**config.mk**
```make
export PLATFORM = sky130hd
export DESIGN_NAME = fastq_validate_and_count
export DESIGN_NICKNAME = d
export VERILOG_FILES = /design/src/design/fqv_pkg.sv /design/src/design/fqv_core.sv /design/src/design/fqv_result_reg.sv /design/src/design/fastq_validate_and_count.sv
export SDC_FILE = /design/constraint.sdc
export NUM_CORES = 1
export LEC_CHECK = 0
export ABC_AREA = 1
export BUFFER_PORTS_ARGS = -buffer_cell sky130_fd_sc_hd__buf_2
export CAP_MARGIN = 0
export CORE_MARGIN = 3
export CORE_UTILIZATION = 40
export DETAILED_ROUTE_END_ITERATION = 6
export MAX_ROUTING_LAYER = met4
export PLACE_DENSITY = 0.63
export SLEW_MARGIN = 25
export SYNTH_ARGS = -nofsm -noshare
export SYNTH_HDL_FRONTEND = slang
export SYNTH_SLANG_ARGS = --single-unit
export TNS_END_PERCENT = 5
```
**constraint.sdc**
```tcl
create_clock -name aclk -period 6.8 [get_ports aclk]
set_clock_uncertainty 0.1 [all_clocks]
set_input_delay 1.36 -clock aclk [delete_from_list [all_inputs] [get_ports aclk]]
set_output_delay 1.36 -clock aclk [all_outputs]
set_load 0.005 [all_outputs]
```
**src/design/fqv_pkg.sv**
```systemverilog
// Shared constants, byte codes and the base classifier for the FASTQ checker.
package fqv_pkg;

    localparam int COUNT_WIDTH_DEF    = 48;
    localparam int LINE_LEN_WIDTH_DEF = 16;
    localparam int STATUS_WIDTH       = 3;

    localparam logic [STATUS_WIDTH-1:0] ST_OK           = 3'd0;
    localparam logic [STATUS_WIDTH-1:0] ST_BAD_HEADER   = 3'd1;
    localparam logic [STATUS_WIDTH-1:0] ST_BAD_BASE     = 3'd2;
    localparam logic [STATUS_WIDTH-1:0] ST_BAD_PLUS     = 3'd3;
    localparam logic [STATUS_WIDTH-1:0] ST_LEN_MISMATCH = 3'd4;
    localparam logic [STATUS_WIDTH-1:0] ST_EMPTY        = 3'd5;
    localparam logic [STATUS_WIDTH-1:0] ST_PARTIAL      = 3'd6;

    // Line phases of one record, in stream order.
    localparam logic [1:0] PH_HEADER   = 2'd0;
    localparam logic [1:0] PH_SEQUENCE = 2'd1;
    localparam logic [1:0] PH_PLUS     = 2'd2;
    localparam logic [1:0] PH_QUALITY  = 2'd3;

    // Item kinds carried on tuser.
    localparam logic KIND_DATA = 1'b0;
    localparam logic KIND_EOS  = 1'b1;

    localparam logic [7:0] CH_NEWLINE = 8'h0A;
    localparam logic [7:0] CH_AT      = 8'h40;
    localparam logic [7:0] CH_PLUS    = 8'h2B;

    typedef struct packed {
        logic gc;
        logic acgt;
        logic any;
    } base_class_t;

    // Case-insensitive match against A, C, G, T and N.
    function automatic base_class_t classify_base(input logic [7:0] b);
        base_class_t c;
        c.gc   = (b == 8'h43) || (b == 8'h63) || (b == 8'h47) || (b == 8'h67);
        c.acgt = c.gc || (b == 8'h41) || (b == 8'h61) || (b == 8'h54) || (b == 8'h74);
        c.any  = c.acgt || (b == 8'h4E) || (b == 8'h6E);
        return c;
    endfunction

endpackage

```
**src/design/fqv_core.sv**
```systemverilog
// Record checker state and its registered update, one word per cycle while item_valid is high.
module fqv_core #(
    parameter int COUNT_WIDTH    = fqv_pkg::COUNT_WIDTH_DEF,
    parameter int LINE_LEN_WIDTH = fqv_pkg::LINE_LEN_WIDTH_DEF,
    parameter int RES_WIDTH      = 4 * COUNT_WIDTH + fqv_pkg::STATUS_WIDTH
) (
    input  logic                 aclk,
    input  logic                 aresetn,
    input  logic                 item_valid,
    input  logic                 item_kind,
    input  logic [7:0]           item_byte,
    output logic                 res_load,
    output logic [RES_WIDTH-1:0] res_data
);

    localparam logic [COUNT_WIDTH-1:0]    CNT_MAX = '1;
    localparam logic [LINE_LEN_WIDTH-1:0] LEN_MAX = '1;

    logic [1:0]                          phase_reg, phase_next;
    logic [LINE_LEN_WIDTH-1:0]           len_reg, len_next;
    logic [LINE_LEN_WIDTH-1:0]           seq_len_reg, seq_len_next;
    logic [COUNT_WIDTH-1:0]              lines_reg, lines_next;
    logic [COUNT_WIDTH-1:0]              base_reg, base_next;
    logic [COUNT_WIDTH-1:0]              acgt_reg, acgt_next;
    logic [COUNT_WIDTH-1:0]              gc_reg, gc_next;
    logic [fqv_pkg::STATUS_WIDTH-1:0]    err_reg, err_next;

    logic [fqv_pkg::STATUS_WIDTH-1:0]    el_err;
    logic [fqv_pkg::STATUS_WIDTH-1:0]    fin_err;
    logic [COUNT_WIDTH-1:0]              lines_inc;
    logic [COUNT_WIDTH-1:0]              fin_lines;
    logic                                pending_ok;
    fqv_pkg::base_class_t                cls;

    assign lines_inc = (lines_reg == CNT_MAX) ? lines_reg : lines_reg + 1'b1;
    assign cls       = fqv_pkg::classify_base(item_byte);

    // Verdict of closing the current line, from the registered state.
    always_comb begin
        el_err = fqv_pkg::ST_OK;
        case (phase_reg)
            fqv_pkg::PH_HEADER: begin
                if (len_reg == '0) el_err = fqv_pkg::ST_BAD_HEADER;
            end
            fqv_pkg::PH_SEQUENCE: begin
                el_err = fqv_pkg::ST_OK;
            end
            fqv_pkg::PH_PLUS: begin
                if (len_reg == '0) el_err = fqv_pkg::ST_BAD_PLUS;
            end
            default: begin
                if (len_reg != seq_len_reg) el_err = fqv_pkg::ST_LEN_MISMATCH;
            end
        endcase
    end

    // End of stream closes an unterminated line, then runs the final checks.
    always_comb begin
        pending_ok = (err_reg == fqv_pkg::ST_OK) && (len_reg != '0);
        fin_lines  = (pending_ok && el_err == fqv_pkg::ST_OK) ? lines_inc : lines_reg;
        fin_err    = err_reg;
        if (pending_ok && el_err != fqv_pkg::ST_OK) fin_err = el_err;
        if (fin_err == fqv_pkg::ST_OK) begin
            if (fin_lines == '0) begin
                fin_err = fqv_pkg::ST_EMPTY;
            end else if (fin_lines[1:0] != 2'b00) begin
                fin_err = fqv_pkg::ST_PARTIAL;
            end
        end
    end

    assign res_load = item_valid && (item_kind == fqv_pkg::KIND_EOS);
    assign res_data = {fin_err, gc_reg, acgt_reg, base_reg, 2'b00, fin_lines[COUNT_WIDTH-1:2]};

    always_comb begin
        phase_next   = phase_reg;
        len_next     = len_reg;
        seq_len_next = seq_len_reg;
        lines_next   = lines_reg;
        base_next    = base_reg;
        acgt_next    = acgt_reg;
        gc_next      = gc_reg;
        err_next     = err_reg;
        if (item_valid) begin
            if (item_kind == fqv_pkg::KIND_EOS) begin
                // The summary leaves with this word; the next byte starts fresh.
                phase_next   = fqv_pkg::PH_HEADER;
                len_next     = '0;
                seq_len_next = '0;
                lines_next   = '0;
                base_next    = '0;
                acgt_next    = '0;
                gc_next      = '0;
                err_next     = fqv_pkg::ST_OK;
            end else if (err_reg == fqv_pkg::ST_OK) begin
                if (item_byte == fqv_pkg::CH_NEWLINE) begin
                    if (el_err != fqv_pkg::ST_OK) begin
                        err_next = el_err;
                    end else begin
                        lines_next = lines_inc;
                        phase_next = phase_reg + 2'd1;
                        len_next   = '0;
                        if (phase_reg == fqv_pkg::PH_SEQUENCE) seq_len_next = len_reg;
                    end
                end else if (phase_reg == fqv_pkg::PH_HEADER && len_reg == '0
                             && item_byte != fqv_pkg::CH_AT) begin
                    err_next = fqv_pkg::ST_BAD_HEADER;
                end else if (phase_reg == fqv_pkg::PH_PLUS && len_reg == '0
                             && item_byte != fqv_pkg::CH_PLUS) begin
                    err_next = fqv_pkg::ST_BAD_PLUS;
                end else if (phase_reg == fqv_pkg::PH_SEQUENCE && !cls.any) begin
                    err_next = fqv_pkg::ST_BAD_BASE;
                end else begin
                    if (phase_reg == fqv_pkg::PH_SEQUENCE) begin
                        if (cls.gc && gc_reg != CNT_MAX) gc_next = gc_reg + 1'b1;
                        if (cls.acgt && acgt_reg != CNT_MAX) acgt_next = acgt_reg + 1'b1;
                        if (base_reg != CNT_MAX) base_next = base_reg + 1'b1;
                    end
                    if (len_reg != LEN_MAX) len_next = len_reg + 1'b1;
                end
            end
        end
    end

    always_ff @(posedge aclk) begin
        if (!aresetn) begin
            phase_reg   <= fqv_pkg::PH_HEADER;
            len_reg     <= '0;
            seq_len_reg <= '0;
            lines_reg   <= '0;
            base_reg    <= '0;
            acgt_reg    <= '0;
            gc_reg      <= '0;
            err_reg     <= fqv_pkg::ST_OK;
        end else begin
            phase_reg   <= phase_next;
            len_reg     <= len_next;
            seq_len_reg <= seq_len_next;
            lines_reg   <= lines_next;
            base_reg    <= base_next;
            acgt_reg    <= acgt_next;
            gc_reg      <= gc_next;
            err_reg     <= err_next;
        end
    end

    // GC bases are a subset of ACGT bases, which are a subset of all bases.
    a_count_order: assert property (@(posedge aclk) disable iff (!aresetn)
        (gc_reg <= acgt_reg) && (acgt_reg <= base_reg))
        else $error("base counters out of order");

    // Once an error is latched, data words change nothing.
    a_error_freezes: assert property (@(posedge aclk) disable iff (!aresetn)
        (item_valid && item_kind == fqv_pkg::KIND_DATA && err_reg != fqv_pkg::ST_OK)
        |=> ($stable(err_reg) && $stable(base_reg) && $stable(lines_reg)
             && $stable(len_reg)))
        else $error("state moved after an error");

    // End of stream returns the checker to its reset state.
    a_eos_clears: assert property (@(posedge aclk) disable iff (!aresetn)
        res_load |=> (lines_reg == '0 && base_reg == '0 && len_reg == '0
                      && err_reg == fqv_pkg::ST_OK && phase_reg == fqv_pkg::PH_HEADER))
        else $error("state not cleared after end of stream");

    // A completed line always restarts the length count.
    a_line_restart: assert property (@(posedge aclk) disable iff (!aresetn)
        (item_valid && item_kind == fqv_pkg::KIND_DATA && err_reg == fqv_pkg::ST_OK
         && item_byte == fqv_pkg::CH_NEWLINE && el_err == fqv_pkg::ST_OK)
        |=> (len_reg == '0 && lines_reg != '0))
        else $error("line close did not restart the length");

endmodule

```
**src/design/fqv_result_reg.sv**
```systemverilog
// Output register that holds one summary word until the sink takes it.
module fqv_result_reg #(
    parameter int RES_WIDTH   = 4 * fqv_pkg::COUNT_WIDTH_DEF + fqv_pkg::STATUS_WIDTH,
    parameter int TDATA_WIDTH = ((RES_WIDTH + 7) / 8) * 8
) (
    input  logic                   aclk,
    input  logic                   aresetn,
    input  logic                   load,
    input  logic [RES_WIDTH-1:0]   load_data,
    output logic                   m_tvalid,
    input  logic                   m_tready,
    output logic [TDATA_WIDTH-1:0] m_tdata
);

    logic                   valid_reg, valid_next;
    logic [TDATA_WIDTH-1:0] data_reg;

    always_comb begin
        valid_next = valid_reg;
        if (load) begin
            valid_next = 1'b1;
        end else if (m_tready) begin
            valid_next = 1'b0;
        end
    end

    always_ff @(posedge aclk) begin
        if (!aresetn) begin
            valid_reg <= 1'b0;
        end else begin
            valid_reg <= valid_next;
        end
    end

    always_ff @(posedge aclk) begin
        if (load) begin
            data_reg <= TDATA_WIDTH'(load_data);
        end
    end

    assign m_tvalid = valid_reg;
    assign m_tdata  = data_reg;

endmodule

```
**src/design/fastq_validate_and_count.sv**
```systemverilog
// Top level of the FASTQ stream checker with base and GC counting.
//
// The block reads a FASTQ text stream one byte per word and takes a new word
// in every cycle, except while an end-of-stream word stalls. A word is
// registered on entry and then checked and counted by a single layer of
// compare and increment logic; an end-of-stream word loads the summary into
// the output register, which drives tvalid. Data words never produce output.
// A summary sits in an output register; while it waits, data words keep flowing
// in, and only a second end-of-stream word stalls until the first summary is
// taken. Lines cycle through header, sequence, plus and quality; the first
// format error freezes all counts and is reported in the status field of the
// summary, after which the checker clears itself for the next stream. Counters
// and line lengths saturate at their maximum value.
module fastq_validate_and_count #(
    parameter int COUNT_WIDTH    = fqv_pkg::COUNT_WIDTH_DEF,
    parameter int LINE_LEN_WIDTH = fqv_pkg::LINE_LEN_WIDTH_DEF,
    parameter int RES_WIDTH      = 4 * COUNT_WIDTH + fqv_pkg::STATUS_WIDTH,
    parameter int TDATA_WIDTH    = ((RES_WIDTH + 7) / 8) * 8
) (
    input  logic                   aclk,
    input  logic                   aresetn,
    input  logic                   s_tvalid,
    output logic                   s_tready,
    input  logic [7:0]             s_tdata,  // data_byte
    input  logic                   s_tuser,  // kind: 0 data byte, 1 end of stream
    output logic                   m_tvalid,
    input  logic                   m_tready,
    // From bit 0 up: reads_total, bases_total, acgt_total, gc_total,
    // status_code, zero padding.
    output logic [TDATA_WIDTH-1:0] m_tdata
);

    logic       in_valid_reg, in_valid_next;
    logic       in_kind_reg;
    logic [7:0] in_byte_reg;
    logic       advance;
    logic       res_load;
    logic [RES_WIDTH-1:0] res_data;

    // A registered word moves on unless it is an end-of-stream word and the
    // output register still holds a summary that is not being taken.
    assign advance  = in_valid_reg &&
                      (in_kind_reg == fqv_pkg::KIND_DATA || !m_tvalid || m_tready);
    assign s_tready = !in_valid_reg || advance;

    always_comb begin
        in_valid_next = in_valid_reg;
        if (s_tready) in_valid_next = s_tvalid;
    end

    always_ff @(posedge aclk) begin
        if (!aresetn) begin
            in_valid_reg <= 1'b0;
        end else begin
            in_valid_reg <= in_valid_next;
        end
    end

    always_ff @(posedge aclk) begin
        if (s_tready && s_tvalid) begin
            in_kind_reg <= s_tuser;
            in_byte_reg <= s_tdata;
        end
    end

    fqv_core #(
        .COUNT_WIDTH    (COUNT_WIDTH),
        .LINE_LEN_WIDTH (LINE_LEN_WIDTH),
        .RES_WIDTH      (RES_WIDTH)
    ) u_core (
        .aclk       (aclk),
        .aresetn    (aresetn),
        .item_valid (advance),
        .item_kind  (in_kind_reg),
        .item_byte  (in_byte_reg),
        .res_load   (res_load),
        .res_data   (res_data)
    );

    fqv_result_reg #(
        .RES_WIDTH   (RES_WIDTH),
        .TDATA_WIDTH (TDATA_WIDTH)
    ) u_result (
        .aclk      (aclk),
        .aresetn   (aresetn),
        .load      (res_load),
        .load_data (res_data),
        .m_tvalid  (m_tvalid),
        .m_tready  (m_tready),
        .m_tdata   (m_tdata)
    );

endmodule
```
======== Word-level counts from Yosys, hierarchy flattened ========
Index checks and enable logic that the tools add are counted.
word-level totals
  register bits ........................... 433
  output and inout port bits .............. 202
  bits of input ports ..................... 13
operators by class
  reductions and logical operators ........ 53
  eq/ne operators ......................... 31
  $add $sub $neg .......................... 6
  muxes and demuxes ....................... 64
  bitwise logic cells ..................... 1
operators with widths
  operator                                               count
  2-to-1 mux 48 bit                                      30
  2-to-1 mux 16 bit                                      13
  adder 48 x 1 -> 48 bit, second input constant          4
  inequality test 48 bit, second input constant          3
  == test 8 x 7 -> 1 bit, second input constant          10
  == test 48 bit, second input constant                  1
  logical NOT 48 bit                                     1
  2-to-1 mux 3 bit                                       12
  AND reduction 8 bit                                    3
  adder 16 x 1 -> 16 bit, second input constant          1
  logical NOT 16 bit                                     1
  inequality test 16 bit                                 1
  inequality test 16 bit, second input constant          1
  nonzero test 16 bit                                    1
  nonzero test 2 bit                                     8
  logical AND 1 bit                                      13
  logical OR 1 bit                                       12
  inequality test 3 x 2 -> 1 bit, second input constant  4
  2-to-1 mux 2 bit                                       5
  inequality test 2 bit, second input constant           5
  logical NOT 3 bit                                      3
  one-hot mux 3 bit (3 select lines)                     1
  == test 8 x 4 -> 1 bit, second input constant          1
  inequality test 8 x 6 -> 1 bit, second input constant  1
  14 further kinds                                       20

======== Depth between registers and ports, before layout ========
Gate-level depths: netlist of the first run.
  depth in word-level cells ............... 18
  gate-level depth with buffers ........... 21

======== Cells and area by module ========
A second synthesis of the first run with hierarchy kept.
second synthesis, totals
  cells, all modules ...................... 2805
  area total of the unflattened synthesis .. 21709.6 um^2
modules (own cells, without submodules)
  module                    instances  sequential area each (um^2)  cells each  area each (um^2)
  fqv_core                  1          4584.4                       2579        15428.5
  fqv_result_reg            1          5875.6                       207         5940.7
  fastq_validate_and_count  1          290.3                        19          340.3

======== Least setup slack after synthesis of the first run ========
Ideal clock, no wire load.
  path kind ............................... in2reg
  from .................................... input port m_tready
  to ...................................... register u_core.base_reg[27]
  arrival time ............................ 6.674 ns
  path slack .............................. -0.044 ns
  stages on the path ...................... 16
  setup time .............................. 0.070 ns
  path through ............................ nor2_1 > nand2_1 > nand2_1 > inv_1 > nand2_1 > inv_1 > nor2_1 > inv_1 > nand2_1 > nor3_2 > nand2_2 > inv_2 > buf_2 > buf_2 > nand2_1 > a21oi_1
on the way
  longest elaborated chain between the ends .. 3
ends and longest elaborated chain
  element                        RTL line                        RTL
  start: declaration             fastq_validate_and_count.sv:27  input logic m_tready,
  logical OR 1 bit               fastq_validate_and_count.sv:43  (in_kind_reg == fqv_pkg::KIND_DATA || !m_tvalid || m_tready);
  logical AND 1 bit              fastq_validate_and_count.sv:42  assign advance = in_valid_reg &&
  AND reduction 8 bit (no line)  -
  end signal: assignment         fqv_core.sv:140                 base_reg <= base_next;
  end: declaration               fqv_core.sv:23                  logic [COUNT_WIDTH-1:0] base_reg, base_next;
No other way between the ends.
A chain may end at the register's enable or synchronous reset.

======== Worst setup path in the final report of the first run ========
  from .................................... register u_core.lines_reg[0]
  to ...................................... register u_result.data_reg[194] (netlist: u_result.m_tdata[194]) (data pin)
on the way
  longest elaborated chain between the ends .. 7
  elaborated cells between the ends (all ways) .. 9
ends and longest elaborated chain
  element                                                          RTL line                        RTL
  start: declaration                                               fqv_core.sv:22                  logic [COUNT_WIDTH-1:0] lines_reg, lines_next;
  start signal: assignment                                         fqv_core.sv:139                 lines_reg <= lines_next;
  adder 48 x 1 -> 48 bit / == test 48 bit (equally long branches)  fqv_core.sv:35                  assign lines_inc = (lines_reg == CNT_MAX) ? lines_reg : lines_reg + 1'b1;
  2-to-1 mux 48 bit                                                fqv_core.sv:35
  2-to-1 mux 48 bit *                                              fqv_core.sv:60                  fin_lines = (pending_ok && el_err == fqv_pkg::ST_OK) ? lines_inc : lines_reg;
  branches (longest 2 deep; another with logical NOT 48 bit)       -
  2-to-1 mux 3 bit *                                               fqv_core.sv:64                  if (fin_lines == '0) begin
  2-to-1 mux 3 bit *                                               fqv_core.sv:63                  if (fin_err == fqv_pkg::ST_OK) begin
  net res_data[194]                                                fastq_validate_and_count.sv:38  logic [RES_WIDTH-1:0] res_data;
  end signal: assignment                                           fqv_result_reg.sv:37            data_reg <= TDATA_WIDTH'(load_data);
  end: declaration                                                 fqv_result_reg.sv:16            logic [TDATA_WIDTH-1:0] data_reg;
Mark *: on every way through the listed nets, which the timed path passes.

==> impl_metrics.yaml, run 1 <==
status:
  status: "finished clean"
critical_path:
  cp_max_fo: 47
  worst_r2r_endpoint: "u_result.m_tdata[194]"
  cp.required_ps: 7110
  r2r_slack_ps: 2560
  cp-startpoint: "u_core.lines_reg[0]"
  reg2reg_depth: 17
  critical_path_class: "register to register"
  arrival_ps: 4550
  r2r-start: "u_core.lines_reg[0]"
  endpoint_kind: "register"
  start_kind: "register"
timing:
  worst_slew_pin_slew_ps: 1060
  grt_setup_unrepaired: "no"
  setup_tns_ps: 0
  setup_viol: 0
  hold_viol_final: 0
  fmaxAchievable_mhz: 236
  fin_crit_ps: 4240
  max-slew-margin-rel: 0.292
  slew_violations: 0
  setup_slack_ps: 2560
  finalCritPeriodShare: 0.623
clock_tree:
  post_cts_buffers: 0
  cts.repair.resized: 0
  h-tree-depth: 2
  numCtsBuffers: 48
  clk_latency_ps: 580
  cts_tree: "done"
  cts_hold_buffers: 0
  cts.sinks: 433
  clockBufferDepth: 3
  clk_pin_slew_ps: 60
  cts-root-buf: "clkbuf_16"
drt:
  num_vias: 19800
  wl_per_cell_microns: 16.6
  ant_nets: 0
  drtIter0Drc: 1595
  vias_per_cell: 5.08
  drt_wl_total_microns: 64600
  drc: 0
  first_pass_iters: 6
synthesis:
  ys_async_sr_fraction: 0
  synth.top_cells.by_count: "nand2_1, nor2_1, dfxtp_1"
  synth_area_per_cell_sq_um: 7.55
  syn-cell-area_sq_mm: 0.0223
  yosysTopAreaCell: "edfxtp_1"
  synth-edff-count: 202
  ys_warn_count: 0
  syn_inst: 2951
  synthFlopType: "dfxtp_1"
  synth.top_cell.area_share: 0.272
  ys_ff_latch: 433
  synthTopCellsByArea: "edfxtp_1, dfxtp_1, nand2_1, nor2_1, xor2_1"
  synth.distinct_cells: 42
  synth.most_common_cell: "nand2_1"
  yosysSeqAreaShare: 0.480
layout:
  seqCellArea_sq_mm: 0.0107
  multiInputGateArea_sq_mm: 0.0102
  finalNetCount: 3137
  n_fill_cell: 5634
  num_antenna_cells: 0
  area_growth_pct: 14.1
  drive_gt1_frac: 0.113
  largest_register_ff_count: 193
  finalInstanceArea_sq_mm: 0.0254
floorplan:
  die_w_microns: 242
  start_util: 0.409
  coreArea_sq_mm: 0.0545
  rows: 85
  die_h_microns: 242
  dieArea_sq_mm: 0.0586
  io_pins: 215
power:
  power_density_mw_per_mm2: 239
  p_leak_nw: 9.35
  ir_drop_mv: 0.175
run:
  drv_cap: 0
place:
  place_congestion: 0.958
  post-place-ws_ps: 2200
  dp_hpwl_microns: 46700
  place_area_sq_mm: 0.0238
  port_buffers: 207
grt:
  grt_overflow_total: 0
  grt_usage: 0.222
  grt_start_max_net_pins: 130
  antenna_found_initial: 0
  grt_pass1_wl_microns: 103000
  grt_pass1_vias: 18200
min_path:
  hold_end: "u_result.m_tdata[146]"
  whs_path_depth: 0
  worstHoldStart: "u_core.gc_reg[2]"
  min_path_type: "register to register"
-- stage by stage --
stage,utilization,hold slack (ps),cells,power [W]
after CTS,0.467,353,3892,0.00616
after global routing,0.467,358,3892,0.00634
final,0.467,347,3892,0.00609
after global placement,0.437,317,3803,0.00349
after detailed placement,0.438,335,3803,0.00349
after floorplan,-,306,2957,0.00333
-- layout by cell type (no fill, tap or decap), types with 10 or more instances in the layout --
master	instances
nand2_1	881
nor2_1	491
dfxtp_1	231
buf_2	207
inv_1	202
edfxtp_1	202
a21oi_1	184
nand3_1	147
xor2_1	126
nor3_1	72
nand4_1	57
clkbuf_16	48
o21ai_0	43
a22oi_1	34
nor4_1	31
inv_2	22
o21ai_1	16
buf_4	15
nand3b_1	12
xnor2_1	12
a211oi_1	11
clkinv_1	10
ha_1	10
-- metal layers --
metal | up-vias | global-route usage | routed length (microns)
met4 | 0 | 0.0479 | 1090
met5 | - | - | 0
li1 | 9954 | - | -
met3 | 64 | 0.0291 | 3540
met1 | 9205 | 0.311 | 30700
met2 | 532 | 0.345 | 29300
-- critical path: stages, from the launching register on --
cell and delay, ps:
dfxtp_1 480, ha_1 350, nand2_2 110, nor2_4 250, nand2_2 150, nor2_4 190
nand3_2 830, xor2_1 490, nand2_1 80, nand2_1 90, nand2_2 110, nor2_2 90
nand2_1 50, nor2_1 80, nand2_1 60, nor2_1 220, nand3_1 140, nand2_1 180
-- how the worst max path moves through the flow --
stage / slack (ps) / cells after the start / endpoint
global route: 2340 / 17 / u_result.m_tdata[194]
finish: 2560 / 17 / u_result.m_tdata[194]
global placement: 2230 / 14 / u_core.base_reg[7]
detailed placement: 2200 / 14 / u_core.base_reg[7]
CTS: 2590 / 17 / u_result.m_tdata[194]
floorplan: 920 / 12 / u_core.len_reg[9]
-- report_power, final --
part	internal (W)	switching, W
Clock	0.00156	0.00108
Sequential	0.00277	0.0000318
Combinational	0.000149	0.000489
-- cell families (layout without fill, tap and decap cells) --
logic type,Yosys count,in the layout,synth area share
adders and majority gates,10,10,0.00561
xor gates and xnor gates,138,138,0.0542
and+or+nand+nor,1728,1728,0.322
AOI/OAI and AO/OA,297,297,0.0736
other,1,7,0.000168
DFF,433,433,0.480
buffers and inverters,344,540,0.0646
-- area by class of cell --
cell class	instances	area share
Inverter	228	0.0340
Sequential cell	433	0.420
Clock buffer	58	0.0499
Clock inverter	31	0.0132
Multi-Input combinational cell	2180	0.401
Timing Repair Buffer	223	0.0456
Tap cell	739	0.0364
Power figures use the tool's default switching activity.
==> run 2, diff against run 1 <==
--- a/config.mk
+++ b/config.mk
@@ -12,7 +12,7 @@
 export CORE_UTILIZATION = 40
 export DETAILED_ROUTE_END_ITERATION = 6
 export MAX_ROUTING_LAYER = met4
-export PLACE_DENSITY = 0.63
+export PLACE_DENSITY = 0.61
 export SLEW_MARGIN = 25
 export SYNTH_ARGS = -nofsm -noshare
 export SYNTH_HDL_FRONTEND = slang
==> constraint.sdc (replaced) <==
create_clock -name aclk -period 4.36 [get_ports aclk]
set_clock_uncertainty 0.1 [all_clocks]
set_input_delay 0.872 -clock aclk [delete_from_list [all_inputs] [get_ports aclk]]
set_output_delay 0.872 -clock aclk [all_outputs]
set_load 0.005 [all_outputs]
==> impl_metrics.yaml, run 2 (same netlist as run 1, synthesis figures left out) <==
status:
  status: "finished clean"
drt:
  num_vias: 20300
  drtIter0Drc: 1589
  vias_per_cell: 5.20
  drc: 0
  drt_wl_total_microns: 69100
  first_pass_iters: 6
  wl_per_cell_microns: 17.7
  ant_nets: 0
min_path:
  worstHoldStart: "u_core.gc_reg[2]"
  min_path_type: "register to register"
  whs_path_depth: 0
  hold_end: "u_result.m_tdata[146]"
layout:
  area_growth_pct: 14.4
  drive_gt1_frac: 0.116
  mostFrequentLayoutCells: "nand2_1, nor2_1, dfxtp_1, buf_2"
  finalNetCount: 3145
  num_antenna_cells: 0
  largest_register_ff_count: 193
  finalNonFillerCells: 3901
  n_fill_cell: 5543
  mostFrequentLayoutCell: "nand2_1"
clock_tree:
  clockBufferDepth: 3
  clk_pin_slew_ps: 70
  cts.repair.resized: 0
  post_cts_buffers: 0
  cts-root-buf: "clkbuf_16"
  cts_hold_buffers: 0
  numCtsBuffers: 48
  clk_latency_ps: 610
  cts.sinks: 433
  cts_tree: "done"
  h-tree-depth: 2
timing:
  grt_setup_unrepaired: "no"
  hold_viol_final: 0
  setup_viol: 0
  max-slew-margin-rel: 0.294
  slew_violations: 0
  fin_crit_ps: 3460
  worst_slew_pin_slew_ps: 1050
  fmaxAchievable_mhz: 289
  whs_ps: 344
  finalCritPeriodShare: 0.794
critical_path:
  worstPathCellList: "ha_1, inv_1, nor3_1, nand2_1, nor2_1, a31o_2, nand2_1, nand2_1, buf_4, o21ai_0, nand2_1, nor2_1"
  worst_path_max_delay_cell: "dfxtp_1"
  reg2reg_depth: 12
  cp.required_ps: 4760
  critical_path_class: "register to register"
  endpoint_kind: "register"
  worst_r2r_endpoint: "u_core.gc_reg[6]"
  arrival_ps: 3860
  cp_common_cell: "nand2_1"
  critPathMaxStageDelay_ps: 550
  cp_max_fo: 51
  r2r-start: "u_core.gc_reg[0]"
  cp-startpoint: "u_core.gc_reg[0]"
  start_kind: "register"
  r2r_slack_ps: 900
grt:
  antenna_found_initial: 1
  grt_start_max_net_pins: 99
  grt_usage: 0.236
  grt_overflow_total: 0
  grt_pass1_wl_microns: 109000
  grt_pass1_vias: 18900
place:
  place_congestion: 0.960
  dp_hpwl_microns: 50700
  dp.cells: 3811
  port_buffers: 207
floorplan:
  die_h_microns: 242
  rows: 85
  dieArea_sq_mm: 0.0586
  die_w_microns: 242
  coreArea_sq_mm: 0.0545
  io_pins: 215
  start_util: 0.409
power:
  p_leak_nw: 9.37
  power_density_mw_per_mm2: 372
  ir_drop_mv: 0.274
run:
  drv_cap: 0
-- run 2: worst max path at each step --
stage	end	slack, ps
after global placement	u_result.m_tdata[128]	960
after global routing	u_core.gc_reg[6]	640
after CTS	u_core.gc_reg[6]	980
final	u_core.gc_reg[6]	900
after floorplan	u_core.len_reg[9]	-910
after detailed placement	u_result.m_tdata[128]	860
-- run 2: where the power goes --
part | leakage [nW] | internal, W | switching, W
Combinational | 4.56 | 0.000235 | 0.000789
Sequential | 4.06 | 0.00432 | 0.0000544
Clock | 0.760 | 0.00236 | 0.00174
Total | 9.37 | 0.00691 | 0.00258
-- run 2: metal layers --
metal,vias to the layer above,part of all wire,track usage
met4,0,0.022,0.0571
met2,631,0.45,0.366
met3,99,0.059,0.0304
met5,-,0,-
met1,9588,0.47,0.330
li1,9975,-,-
-- run 2: metrics by stage --
| step | setup TNS, ps | utilization | worst slack (ps) | total power (W) | cell area (sq um) |
|---|---|---|---|---|---|
| detailed placement | 0 | 0.439 | 861 | 0.00547 | 23900 |
| finish | 0 | 0.468 | 898 | 0.00949 | 25500 |
| global route | 0 | 0.468 | 637 | 0.00987 | 25500 |
| global placement | 0 | 0.439 | 956 | 0.00546 | 23900 |
| floorplan | -208380 | - | -909 | 0.00520 | 22400 |
| CTS | 0 | 0.468 | 977 | 0.00959 | 25500 |
-- run 2: worst max-delay path: cells and delay by family, from the launching register on --
family / cells / cell delay [ps]
fa+ha+maj: 1 / 310
flops: 1 / 550
simple gates: 7 / 1440
buf+inv: 2 / 570
compound gates: 2 / 330
-- run 2: final cells by class --
| class | instances | area (sq um) | share of cell area |
|---|---|---|---|
| clock buffers | 55 | 1240 | 0.0485 |
| flip-flops and latches | 433 | 10700 | 0.419 |
| repair buffers | 231 | 1230 | 0.0482 |
| multi-input cells | 2180 | 10200 | 0.400 |
| inverters | 228 | 865 | 0.0339 |
| clock inverters | 35 | 352 | 0.0138 |
| well taps | 739 | 925 | 0.0363 |
